File: src/clr_pkg.sv
// ----------------------------------------------------------------------------
// clr_pkg: shared definitions for the clipped line rasterizer
// Field widths, result cap, parameter defaults and the pixel write record.
// ----------------------------------------------------------------------------
package clr_pkg;

    localparam int TILE_POS_BITS  = 11;
    localparam int TILE_DIM_BITS  = 6;
    localparam int COLOR_BITS     = 16;
    localparam int INDEX_BITS     = 10;
    localparam int RESULT_CAP     = 32;
    localparam int CNT_BITS       = $clog2(RESULT_CAP + 1);

    localparam int DEF_MAX_TILE_W = 32;
    localparam int DEF_MAX_TILE_H = 32;
    localparam int DEF_COORD_BITS = 12;

    typedef struct packed {
        logic [INDEX_BITS-1:0] index;
        logic [COLOR_BITS-1:0] color;
        logic                  wr_en;
        logic                  last;
    } pixel_t;

endpackage

File: src/clr_walk_unit.sv
// ----------------------------------------------------------------------------
// clr_walk_unit: Bresenham step and tile clip
// Tests the current point against the tile, forms its buffer index and
// works out the next point and error term.
// ----------------------------------------------------------------------------
module clr_walk_unit #(
    parameter int COORD_BITS = clr_pkg::DEF_COORD_BITS,
    parameter int MAX_TILE_W = clr_pkg::DEF_MAX_TILE_W,
    parameter int MAX_TILE_H = clr_pkg::DEF_MAX_TILE_H
) (
    input  logic signed [COORD_BITS-1:0]            x,
    input  logic signed [COORD_BITS-1:0]            y,
    input  logic signed [COORD_BITS+2:0]            d,
    input  logic signed [COORD_BITS+2:0]            inc_a,
    input  logic signed [COORD_BITS+2:0]            inc_b,
    input  logic                                    x_major,
    input  logic                                    minor_neg,
    input  logic [clr_pkg::TILE_POS_BITS-1:0]       tx,
    input  logic [clr_pkg::TILE_POS_BITS-1:0]       ty,
    input  logic [$clog2(MAX_TILE_W+1)-1:0]         tw,
    input  logic [$clog2(MAX_TILE_H+1)-1:0]         th,
    output logic signed [COORD_BITS-1:0]            x_next,
    output logic signed [COORD_BITS-1:0]            y_next,
    output logic signed [COORD_BITS+2:0]            d_next,
    output logic                                    hit,
    output logic [clr_pkg::INDEX_BITS-1:0]          index
);
    import clr_pkg::*;

    localparam int REL_BITS  = ((COORD_BITS > TILE_POS_BITS) ? COORD_BITS : TILE_POS_BITS) + 2;
    localparam int TW_BITS   = $clog2(MAX_TILE_W + 1);
    localparam int TH_BITS   = $clog2(MAX_TILE_H + 1);
    localparam int PROD_BITS = TW_BITS + TH_BITS + 1;

    logic signed [REL_BITS-1:0]   rel_x;
    logic signed [REL_BITS-1:0]   rel_y;
    logic [PROD_BITS-1:0]         idx_wide;
    logic                         step_minor;
    logic signed [COORD_BITS-1:0] x_inc;
    logic signed [COORD_BITS-1:0] x_dec;
    logic signed [COORD_BITS-1:0] y_inc;
    logic signed [COORD_BITS-1:0] y_dec;

    assign rel_x = REL_BITS'(x) - $signed(REL_BITS'(tx));
    assign rel_y = REL_BITS'(y) - $signed(REL_BITS'(ty));

    // negative points and zero sized tiles fall out of these compares
    assign hit = !rel_x[REL_BITS-1] && (rel_x < $signed(REL_BITS'(tw))) &&
                 !rel_y[REL_BITS-1] && (rel_y < $signed(REL_BITS'(th)));

    assign idx_wide = PROD_BITS'($unsigned(TH_BITS'(rel_y))) * PROD_BITS'(tw) +
                      PROD_BITS'($unsigned(TW_BITS'(rel_x)));
    assign index    = INDEX_BITS'(idx_wide);

    assign step_minor = (d > 0);
    assign x_inc = x + COORD_BITS'(1);
    assign x_dec = x - COORD_BITS'(1);
    assign y_inc = y + COORD_BITS'(1);
    assign y_dec = y - COORD_BITS'(1);

    always_comb
    begin
        if (x_major)
        begin
            x_next = x_inc;
            y_next = step_minor ? (minor_neg ? y_dec : y_inc) : y;
        end
        else
        begin
            y_next = y_inc;
            x_next = step_minor ? (minor_neg ? x_dec : x_inc) : x;
        end
        d_next = step_minor ? (d + inc_b) : (d + inc_a);
    end

endmodule

File: src/clr_out_stage.sv
// ----------------------------------------------------------------------------
// clr_out_stage: result register
// Holds one pixel write until the downstream side takes it.
// ----------------------------------------------------------------------------
module clr_out_stage (
    input  logic                          clk,
    input  logic                          rst_n,
    input  logic                          push,
    input  clr_pkg::pixel_t               pix,
    output logic                          free,
    input  logic                          out_stall,
    output logic                          out_valid,
    output logic [clr_pkg::INDEX_BITS-1:0] pixel_index,
    output logic [clr_pkg::COLOR_BITS-1:0] pixel_color,
    output logic                          write_enable,
    output logic                          last
);
    import clr_pkg::*;

    logic   valid_reg;
    logic   valid_next;
    pixel_t data_reg;

    assign free       = !valid_reg || !out_stall;
    assign valid_next = push ? 1'b1 : (valid_reg && out_stall);

    always_ff @(posedge clk or negedge rst_n)
    begin
        if (!rst_n)
        begin
            valid_reg <= 1'b0;
        end
        else
        begin
            valid_reg <= valid_next;
        end
    end

    always_ff @(posedge clk)
    begin
        if (push)
        begin
            data_reg <= pix;
        end
    end

    assign out_valid    = valid_reg;
    assign pixel_index  = data_reg.index;
    assign pixel_color  = data_reg.color;
    assign write_enable = data_reg.wr_en;
    assign last         = data_reg.last;

    a_no_overwrite: assert property (@(posedge clk) disable iff (!rst_n)
        push |-> free)
        else $error("result register overwritten while held");

endmodule

File: src/clipped_line_rasterizer_unit.sv
// ----------------------------------------------------------------------------
// clipped_line_rasterizer_unit: tile-clipped Bresenham line walker
// Walks one segment per transaction and emits the pixel writes inside a tile.
// ----------------------------------------------------------------------------
// One segment is taken while in_stall is low; in_stall then stays high until
// the segment's final result has been handed to the result register. A
// segment of major-axis length L passes the set-up states DIFF, ABS, INIT and
// INCB, takes L Bresenham steps in the walk unit, sees that the walk is done
// and issues the closing result. The walk ends early once the 32nd write
// is found.
// Each write is held back one find so that the final one can carry last;
// out_stall pauses the walk only when a held write must move on. A segment
// with no pixel in the tile yields one result with write_enable low and
// last high.
// ----------------------------------------------------------------------------
module clipped_line_rasterizer_unit #(
    parameter int MAX_TILE_W = clr_pkg::DEF_MAX_TILE_W,
    parameter int MAX_TILE_H = clr_pkg::DEF_MAX_TILE_H,
    parameter int COORD_BITS = clr_pkg::DEF_COORD_BITS
) (
    input  logic                                clk,
    input  logic                                rst_n,
    input  logic                                in_valid,
    output logic                                in_stall,
    input  logic signed [COORD_BITS-1:0]        start_x,
    input  logic signed [COORD_BITS-1:0]        start_y,
    input  logic signed [COORD_BITS-1:0]        end_x,
    input  logic signed [COORD_BITS-1:0]        end_y,
    input  logic [clr_pkg::TILE_POS_BITS-1:0]   tile_x,
    input  logic [clr_pkg::TILE_POS_BITS-1:0]   tile_y,
    input  logic [clr_pkg::TILE_DIM_BITS-1:0]   tile_w,
    input  logic [clr_pkg::TILE_DIM_BITS-1:0]   tile_h,
    input  logic [clr_pkg::COLOR_BITS-1:0]      line_color,
    output logic                                out_valid,
    input  logic                                out_stall,
    output logic [clr_pkg::INDEX_BITS-1:0]      pixel_index,
    output logic [clr_pkg::COLOR_BITS-1:0]      pixel_color,
    output logic                                write_enable,
    output logic                                last
);
    import clr_pkg::*;

    localparam int TW_BITS = $clog2(MAX_TILE_W + 1);
    localparam int TH_BITS = $clog2(MAX_TILE_H + 1);
    localparam int DW      = COORD_BITS + 3;

    localparam logic [2:0] ST_IDLE  = 3'd0;
    localparam logic [2:0] ST_DIFF  = 3'd1;
    localparam logic [2:0] ST_ABS   = 3'd2;
    localparam logic [2:0] ST_INIT  = 3'd3;
    localparam logic [2:0] ST_INCB  = 3'd4;
    localparam logic [2:0] ST_WALK  = 3'd5;
    localparam logic [2:0] ST_FINAL = 3'd6;

    logic [2:0] state_reg, state_next;

    logic signed [COORD_BITS-1:0] ax_reg, ax_next, ay_reg, ay_next;
    logic signed [COORD_BITS-1:0] bx_reg, bx_next, by_reg, by_next;
    logic [TILE_POS_BITS-1:0]     tx_reg, tx_next, ty_reg, ty_next;
    logic [TW_BITS-1:0]           tw_reg, tw_next;
    logic [TH_BITS-1:0]           th_reg, th_next;
    logic [COLOR_BITS-1:0]        color_reg, color_next;

    logic signed [COORD_BITS:0]   ddx_reg, ddx_next, ddy_reg, ddy_next;
    logic signed [COORD_BITS:0]   adx_reg, adx_next, ady_reg, ady_next;
    logic                         x_major_reg, x_major_next;
    logic                         minor_neg_reg, minor_neg_next;
    logic signed [DW-1:0]         d_reg, d_next;
    logic signed [DW-1:0]         inc_a_reg, inc_a_next, inc_b_reg, inc_b_next;
    logic signed [COORD_BITS-1:0] x_reg, x_next, y_reg, y_next;
    logic [COORD_BITS-1:0]        rem_reg, rem_next;

    pixel_t                       hold_reg, hold_next;
    logic                         hold_valid_reg, hold_valid_next;
    logic [CNT_BITS-1:0]          cnt_reg, cnt_next;

    logic signed [COORD_BITS:0]   maj;
    logic signed [COORD_BITS:0]   mn;
    logic                         xm;

    logic signed [COORD_BITS-1:0] wx_next, wy_next;
    logic signed [DW-1:0]         wd_next;
    logic                         hit;
    logic [INDEX_BITS-1:0]        hit_index;

    logic                         push;
    pixel_t                       push_pix;
    logic                         out_free;

    clr_walk_unit #(
        .COORD_BITS (COORD_BITS),
        .MAX_TILE_W (MAX_TILE_W),
        .MAX_TILE_H (MAX_TILE_H)
    ) u_walk (
        .x         (x_reg),
        .y         (y_reg),
        .d         (d_reg),
        .inc_a     (inc_a_reg),
        .inc_b     (inc_b_reg),
        .x_major   (x_major_reg),
        .minor_neg (minor_neg_reg),
        .tx        (tx_reg),
        .ty        (ty_reg),
        .tw        (tw_reg),
        .th        (th_reg),
        .x_next    (wx_next),
        .y_next    (wy_next),
        .d_next    (wd_next),
        .hit       (hit),
        .index     (hit_index)
    );

    clr_out_stage u_out (
        .clk          (clk),
        .rst_n        (rst_n),
        .push         (push),
        .pix          (push_pix),
        .free         (out_free),
        .out_stall    (out_stall),
        .out_valid    (out_valid),
        .pixel_index  (pixel_index),
        .pixel_color  (pixel_color),
        .write_enable (write_enable),
        .last         (last)
    );

    assign in_stall = (state_reg != ST_IDLE);

    always_comb
    begin
        state_next      = state_reg;
        ax_next         = ax_reg;
        ay_next         = ay_reg;
        bx_next         = bx_reg;
        by_next         = by_reg;
        tx_next         = tx_reg;
        ty_next         = ty_reg;
        tw_next         = tw_reg;
        th_next         = th_reg;
        color_next      = color_reg;
        ddx_next        = ddx_reg;
        ddy_next        = ddy_reg;
        adx_next        = adx_reg;
        ady_next        = ady_reg;
        x_major_next    = x_major_reg;
        minor_neg_next  = minor_neg_reg;
        d_next          = d_reg;
        inc_a_next      = inc_a_reg;
        inc_b_next      = inc_b_reg;
        x_next          = x_reg;
        y_next          = y_reg;
        rem_next        = rem_reg;
        hold_next       = hold_reg;
        hold_valid_next = hold_valid_reg;
        cnt_next        = cnt_reg;
        push            = 1'b0;
        push_pix        = hold_reg;

        xm  = (ady_reg < adx_reg);
        maj = xm ? adx_reg : ady_reg;
        mn  = xm ? ady_reg : adx_reg;

        case (state_reg)
            ST_IDLE:
            begin
                if (in_valid)
                begin
                    ax_next    = start_x;
                    ay_next    = start_y;
                    bx_next    = end_x;
                    by_next    = end_y;
                    tx_next    = tile_x;
                    ty_next    = tile_y;
                    tw_next    = (int'(tile_w) > MAX_TILE_W) ? TW_BITS'(MAX_TILE_W)
                                                              : TW_BITS'(tile_w);
                    th_next    = (int'(tile_h) > MAX_TILE_H) ? TH_BITS'(MAX_TILE_H)
                                                              : TH_BITS'(tile_h);
                    color_next = line_color;
                    hold_valid_next = 1'b0;
                    cnt_next   = '0;
                    state_next = ST_DIFF;
                end
            end
            ST_DIFF:
            begin
                ddx_next   = (COORD_BITS+1)'(bx_reg) - (COORD_BITS+1)'(ax_reg);
                ddy_next   = (COORD_BITS+1)'(by_reg) - (COORD_BITS+1)'(ay_reg);
                state_next = ST_ABS;
            end
            ST_ABS:
            begin
                adx_next   = ddx_reg[COORD_BITS] ? -ddx_reg : ddx_reg;
                ady_next   = ddy_reg[COORD_BITS] ? -ddy_reg : ddy_reg;
                state_next = ST_INIT;
            end
            ST_INIT:
            begin
                x_major_next   = xm;
                minor_neg_next = ddx_reg[COORD_BITS] ^ ddy_reg[COORD_BITS];
                // walk starts from the endpoint that is lower on the major axis
                if (xm ? ddx_reg[COORD_BITS] : ddy_reg[COORD_BITS])
                begin
                    x_next = bx_reg;
                    y_next = by_reg;
                end
                else
                begin
                    x_next = ax_reg;
                    y_next = ay_reg;
                end
                rem_next   = COORD_BITS'(maj);
                inc_a_next = DW'(mn) <<< 1;
                d_next     = (DW'(mn) <<< 1) - DW'(maj);
                state_next = ST_INCB;
            end
            ST_INCB:
            begin
                // 2*(minor - major) = (2*minor - major) - major
                inc_b_next = d_reg - $signed(DW'(rem_reg));
                state_next = ST_WALK;
            end
            ST_WALK:
            begin
                if (rem_reg == '0)
                begin
                    state_next = ST_FINAL;
                end
                else if (!(hit && hold_valid_reg && !out_free))
                begin
                    x_next   = wx_next;
                    y_next   = wy_next;
                    d_next   = wd_next;
                    rem_next = rem_reg - COORD_BITS'(1);
                    if (hit)
                    begin
                        push            = hold_valid_reg;
                        hold_next.index = hit_index;
                        hold_next.color = color_reg;
                        hold_next.wr_en = 1'b1;
                        hold_next.last  = 1'b0;
                        hold_valid_next = 1'b1;
                        cnt_next        = cnt_reg + CNT_BITS'(1);
                        if (cnt_reg == CNT_BITS'(RESULT_CAP - 1))
                        begin
                            state_next = ST_FINAL;
                        end
                    end
                end
            end
            ST_FINAL:
            begin
                if (hold_valid_reg)
                begin
                    push_pix.last = 1'b1;
                end
                else
                begin
                    push_pix = '0;
                    push_pix.last = 1'b1;
                end
                if (out_free)
                begin
                    push            = 1'b1;
                    hold_valid_next = 1'b0;
                    state_next      = ST_IDLE;
                end
            end
            default:
            begin
                state_next = ST_IDLE;
            end
        endcase
    end

    always_ff @(posedge clk or negedge rst_n)
    begin
        if (!rst_n)
        begin
            state_reg      <= ST_IDLE;
            hold_valid_reg <= 1'b0;
            cnt_reg        <= '0;
        end
        else
        begin
            state_reg      <= state_next;
            hold_valid_reg <= hold_valid_next;
            cnt_reg        <= cnt_next;
        end
    end

    always_ff @(posedge clk)
    begin
        ax_reg        <= ax_next;
        ay_reg        <= ay_next;
        bx_reg        <= bx_next;
        by_reg        <= by_next;
        tx_reg        <= tx_next;
        ty_reg        <= ty_next;
        tw_reg        <= tw_next;
        th_reg        <= th_next;
        color_reg     <= color_next;
        ddx_reg       <= ddx_next;
        ddy_reg       <= ddy_next;
        adx_reg       <= adx_next;
        ady_reg       <= ady_next;
        x_major_reg   <= x_major_next;
        minor_neg_reg <= minor_neg_next;
        d_reg         <= d_next;
        inc_a_reg     <= inc_a_next;
        inc_b_reg     <= inc_b_next;
        x_reg         <= x_next;
        y_reg         <= y_next;
        rem_reg       <= rem_next;
        hold_reg      <= hold_next;
    end

    a_cnt_cap: assert property (@(posedge clk) disable iff (!rst_n)
        cnt_reg <= CNT_BITS'(RESULT_CAP))
        else $error("write count beyond cap");

    a_idle_empty: assert property (@(posedge clk) disable iff (!rst_n)
        (state_reg == ST_IDLE) |-> !hold_valid_reg)
        else $error("held write left over after line");

    a_disabled_last: assert property (@(posedge clk) disable iff (!rst_n)
        (out_valid && !write_enable) |-> last)
        else $error("disabled result without last");

    a_final_done: assert property (@(posedge clk) disable iff (!rst_n)
        (state_reg == ST_FINAL && out_free) |=> (state_reg == ST_IDLE && out_valid && last))
        else $error("final result not issued");

endmodule
File: config.mk
export PLATFORM = sky130hd
export DESIGN_NAME = clipped_line_rasterizer_unit
export DESIGN_NICKNAME = d
export VERILOG_FILES = /design/src/clr_pkg.sv /design/src/clr_walk_unit.sv /design/src/clr_out_stage.sv /design/src/clipped_line_rasterizer_unit.sv
export SDC_FILE = /design/constraint.sdc
export NUM_CORES = 1
export LEC_CHECK = 0
export ABC_AREA = 1
export BUFFER_PORTS_ARGS = -buffer_cell sky130_fd_sc_hd__buf_2
export CORE_UTILIZATION = 54
export CTS_BUF_LIST = sky130_fd_sc_hd__clkbuf_8
export DETAILED_ROUTE_END_ITERATION = 10
export PLACE_DENSITY = 0.81
export SETUP_SLACK_MARGIN = 0.1
export SLEW_MARGIN = 20
export SYNTH_ARGS = -nofsm -noshare
export SYNTH_HDL_FRONTEND = slang
export SYNTH_SLANG_ARGS = --single-unit
File: constraint.sdc
create_clock -name clk -period 7.7 [get_ports clk]
set_input_delay 1.54 -clock clk [delete_from_list [all_inputs] [get_ports clk]]
set_output_delay 1.54 -clock clk [all_outputs]
set_load 0.05 [all_outputs]
==> flow_summary.yaml, run 1 <==
layout:
  final_common_cell: "nand2_1"
  fin_area_um2: 21100
  largest_reg_flops: 26
  nets: 2529
  most-common-layout-cells: "nand2_1 (383), inv_1 (366), edfxtp_1 (285)"
  drive_gt1_frac: 0.114
  area_growth_syn_to_layout_pct: 11.2
  antennaDiodeCount: 0
global_routing:
  overflow: 0
  antenna_found_initial: 0
  grt_pass1_vias: 14544
  grt_max_degree: 52
  grt_pass1_wl_mm: 70.5
  grt_usage: 0.247
sta:
  period_minus_slack_ps: 5560
  rsz0062_at_grt: "no"
  slew_headroom: 0.275
  setup-tns-final_ps: 0
  skew_ps: 33.8
  fmax_mhz: 180
  setup_violations: 0
  min_period_over_period: 0.722
  worst_pin_slew_ps: 1090
  slew_viol_final: 0
  hold_viol_final: 0
synthesis:
  yosys.area.top_type_share: 0.452
  synth_top_cell_by_area: "edfxtp_1"
  yosysUniqueCellTypes: 54
  synth-edff-count: 285
  synth_cells: 2088
  ys_seq_area_frac: 0.466
  syn_nets: 2367
  ys.flop_type: "edfxtp_1"
  synth_warnings: 0
  synth-async-reset-ratio: 0.0372
  synth_area_leaders: "edfxtp_1 (45%), ha_1 (9.9%), nand2_1 (7.6%)"
  ys_seq_elements: 296
  synth_area_um2: 18900
  syn_area_per_cell_um2: 9.07
pwr:
  p_comb_frac: 0.011
  power.switching_w: 0.000652
  intPower_w: 0.00242
  powerDensity_nw_per_um2: 146
  peakVddDrop_uv: 130
  p_sw_frac: 0.212
  seqPwrFrac: 0.570
  clkPwrFrac: 0.420
  p_leak_nw: 9.64
worst_hold_path:
  whs_path_depth: 0
  hp-class: "flop to flop"
  worstHoldEndpoint: "hold_reg[5]"
  hold_start: "color_reg[3]"
route:
  vias: 14818
  drc: 0
  finalWirelength_mm: 43.1
  vias_per_cell: 5.40
  routedWlPerCell_um: 15.7
  drt_iter0_markers: 1235
  drtAntennaViolNets: 0
  first_pass_iters: 7
worst_setup_path:
  cp-start-kind: "flop"
  ff2ff_path_depth: 24
  worstReg2RegStart: "y_reg[0]"
  path_class: "flop to flop"
  r2r-end: "hold_reg[27]"
  rrSetupSlack_ps: 2140
  end_kind: "flop"
  cp.required_ps: 8060
  critPathArrivalTime_ps: 5920
  path_max_fanout: 4
status:
  status: "complete, no violations"
place:
  dp_hpwl_mm: 33.5
  gp_congestion: 0.951
  place_area_um2: 20200
  io_buffer_count: 131
cts:
  post-cts-setup-buffers: 0
  cts_resized: 0
  cts.sinks: 296
  postCtsHoldBufs: 0
  htree_num_levels: 2
  clock_path_buffers: 3
  cts_tree: "done"
  clk_latency_ps: 630
  clockRootBuffer: "clkbuf_8"
  cts.clk_slew.worst_paths_ps: 60
  cts_made_buffers: 50
floorplan:
  ios: 132
  die_h_um: 189
  dieWidth_um: 189
  rows: 68
  core_um2: 34500
  die_area_um2: 35800
  initial_core_util: 0.548
run:
  maxCapViolCount: 0
==> worst max-delay path by stage <==
| stage | cells past startpoint | slack, ps | to | startpoint |
|---|---|---|---|---|
| CTS | 24 | 2160 | hold_reg[27] | y_reg[0] |
| floorplan | 2 | 1500 | ax_reg[0] | in_valid |
| detailed placement | 24 | 2170 | hold_reg[27] | y_reg[0] |
| finish | 24 | 2140 | hold_reg[27] | y_reg[0] |
| global placement | 24 | 2350 | hold_reg[27] | y_reg[0] |
| global route | 24 | 1810 | hold_reg[27] | y_reg[0] |
==> routing by layer <==
metal	vias to the layer above	track usage	wire length [um]
li1	7352	-	-
met1	6861	0.317	18700
met2	513	0.419	20200
met3	92	0.0397	2880
met4	0	0.0958	1340
met5	-	0	0
==> cell usage after synthesis (6+ instances only) <==
master	instances
a21o_1	6
a21oi_1	121
a31oi_1	7
clkbuf_1	19
dfrtp_1	11
edfxtp_1	285
fa_1	27
ha_1	150
inv_1	353
nand2_1	384
nand2_2	14
nand3_1	81
nand4_1	16
nor2_1	180
nor2_2	7
nor3_1	38
nor4_1	11
o211ai_1	12
o21ai_0	156
o21ai_2	6
o21bai_1	8
o221ai_1	15
or2_2	9
xnor2_1	27
xor2_1	81
==> power by group through the flow <==
stage / registers (W) / logic [W] / clock network (W)
floorplan: 0.00178 / 0.00000392 / 0
global placement: 0.00178 / 0.0000316 / 0
detailed placement: 0.00178 / 0.0000326 / 0
CTS: 0.00175 / 0.0000331 / 0.00133
global route: 0.00175 / 0.0000361 / 0.00138
finish: 0.00175 / 0.0000327 / 0.00129
==> area by class of cell <==
type | instances | area [um^2]
Clock buffer | 51 | 702
Clock inverter | 41 | 199
Fill cell | 2883 | 13500
Inverter | 357 | 1340
Multi-Input combinational cell | 1405 | 8700
Sequential cell | 296 | 8830
Tap cell | 455 | 569
Timing Repair Buffer | 140 | 723
==> per-stage QoR <==
stage          setup WS (ps)  power (W)  hold slack (ps)   util  instances
2_1_floorplan           1500    0.00178              400      -       2088
3_3_place_gp            2350    0.00181              401  0.583       2653
3_5_place_dp            2170    0.00181              407  0.584       2653
4_1_cts                 2160    0.00311              398  0.610       2745
5_1_grt                 1810    0.00317              428  0.610       2745
6_report                2140    0.00307              407  0.610       2745
==> cells by family after synthesis <==
kind of cell             after synthesis  synth area share
AND/OR/NAND/NOR                      758             0.170
buffers and inverters                387            0.0782
AO/OA/AOI/OAI                        362             0.108
flip-flops                           296             0.466
adder cells (fa/ha/maj)              177             0.128
XOR/XNOR                             108            0.0499
==> critical path, stage by stage, from the launching register on <==
cell	delay, ps
edfxtp_1	370
inv_1	90
ha_1	210
fa_1	400
inv_1	70
nand3_1	90
nand2_2	120
xor2_1	320
inv_1	160
nor2_1	160
fa_1	440
ha_1	300
inv_1	60
fa_1	510
fa_1	550
inv_1	40
ha_1	340
a21oi_1	140
nand2_1	90
a21o_1	160
a21oi_1	180
o21ai_0	110
a21oi_1	170
xnor2_1	150
xnor2_1	80
No activity file was read; power rests on OpenSTA's default activity.
==> inputs of run 2 (changes only) <==
- PLACE_DENSITY: 0.81 -> 0.83
- clock period: 7.7 -> 5.1 ns (I/O delays scaled with it)
==> run 2 against run 1 <==
  * Sequential share of layout area shrank 0.91 points
  * Register-to-register slack lost 2000 ps
  * Hold slack lost 160 ps
  * Critical endpoint unchanged
  * Sequential cell count is the same
  * Final cell count grew 1.1%
==> flow_summary.yaml, run 2 (synthesized netlist as in run 1, its figures left out) <==
route:
  routedWlPerCell_um: 16.0
  drtAntennaViolNets: 0
  finalWirelength_mm: 44.4
  vias: 15048
  drt_iter0_markers: 1324
  first_pass_iters: 6
  drc: 0
  vias_per_cell: 5.42
global_routing:
  grt_max_degree: 53
  antenna_found_initial: 1
  overflow: 0
  grt_pass1_wl_mm: 71.9
  grt_usage: 0.252
  grt_pass1_vias: 14826
floorplan:
  initial_core_util: 0.548
  ios: 132
  die_area_um2: 35800
  dieWidth_um: 189
  core_um2: 34500
  die_h_um: 189
  rows: 68
place:
  gp_congestion: 0.988
  dp_hpwl_mm: 33.9
  io_buffer_count: 131
worst_setup_path:
  critPathArrivalTime_ps: 5360
  path_class: "flop to flop"
  ff2ff_path_depth: 23
  end_kind: "flop"
  path_max_fanout: 4
  cp.required_ps: 5460
  cp-start-kind: "flop"
layout:
  area_growth_syn_to_layout_pct: 13.7
  nets: 2561
  drive_gt1_frac: 0.141
  final_common_cell: "nand2_1"
  most-common-layout-cells: "nand2_1 (382), inv_1 (361), edfxtp_1 (285)"
  largest_reg_flops: 26
  final_util: 0.624
worst_hold_path:
  hp-class: "input pin to async pin"
pwr:
  powerDensity_nw_per_um2: 222
  peakVddDrop_uv: 220
  p_leak_nw: 9.85
  p_total_w: 0.00478
cts:
  cts_tree: "done"
  clk_latency_ps: 640
  postCtsHoldBufs: 0
  cts.sinks: 296
  htree_num_levels: 2
  clockRootBuffer: "clkbuf_8"
  cts_made_buffers: 51
  cts.clk_slew.worst_paths_ps: 60
  clock_path_buffers: 3
sta:
  min_period_over_period: 0.980
  fmax_mhz: 200
  skew_ps: 37.0
  slew_headroom: 0.366
  hold_viol_final: 0
  period_minus_slack_ps: 5000
  rsz0062_at_grt: "yes"
  slew_viol_final: 0
  worst_pin_slew_ps: 950
  setup-tns-final_ps: 0
  setup_violations: 0
run:
  maxCapViolCount: 0
status:
  status: "complete, no violations"
[run 2: layout make-up]
type | count | area [um^2]
antenna | 1 | 2.50
clock buffer | 53 | 729
clock inverter | 37 | 241
fill | 2844 | 13000
inverter | 357 | 1340
multi-input combinational | 1405 | 8850
sequential | 296 | 8830
tap | 455 | 569
timing repair buffer | 171 | 968
[run 2: critical path: stages (launching register included)]
cell and delay (ps):
edfxtp_1 420, ha_4 190, fa_2 360, inv_2 70
nand3_2 70, nand2_2 110, xor2_2 180, inv_2 90
nor2_4 90, fa_1 440, ha_1 310, inv_2 40
fa_1 480, fa_1 540, inv_2 50, ha_4 230
a21oi_2 130, nand2_1 90, a21o_1 170, a21oi_2 170
o21ai_2 90, a21oi_2 170, xnor2_2 130, xnor2_1 100
[run 2: timing repair]
action,CTS,global route
endpoints found under the setup margin,2,30
gates resized for setup,13,22
setup buffers,6,7
pin swaps,16,21
[run 2: worst paths after layout]
kind	startpoint	end	slack, ps
setup / recovery	ty_reg[0]	hold_reg[27]	100
min in group clk	color_reg[9]	hold_reg[11]	410
hold reg to reg	color_reg[9]	hold_reg[11]	410
setup reg to reg	ty_reg[0]	hold_reg[27]	100
max in group asynchronous	rst_n	hold_valid_reg	4640
hold / removal	rst_n	u_out.out_valid	250
[run 2: routing by layer]
| layer | up-vias | track usage | share of wire |
|---|---|---|---|
| met1 | 7012 | 0.327 | 0.43 |
| met5 | - | 0 | 0 |
| met2 | 540 | 0.421 | 0.47 |
| met4 | 0 | 0.0989 | 0.030 |
| met3 | 90 | 0.0423 | 0.066 |
| li1 | 7406 | - | - |
[run 2: report_power, final]
group / switching, W / total, W / internal [W] / leakage [nW]
Combinational: 0.0000215 / 0.0000504 / 0.0000288 / 6.51
Clock: 0.000977 / 0.00209 / 0.00112 / 0.567
Sequential: 0.0000000000000000000181 / 0.00264 / 0.00264 / 2.77
[run 2: stage by stage]
step                hold WS, ps  instance area [um^2]  cells  setup slack [ps]
finish                      249                 21500   2775               102
global route                236                 21500   2775              -127
CTS                         207                 21400   2767               135
detailed placement          405                 20300   2671             -93.1
global placement            401                 20300   2671              80.9
floorplan                   400                 19000   2088               119
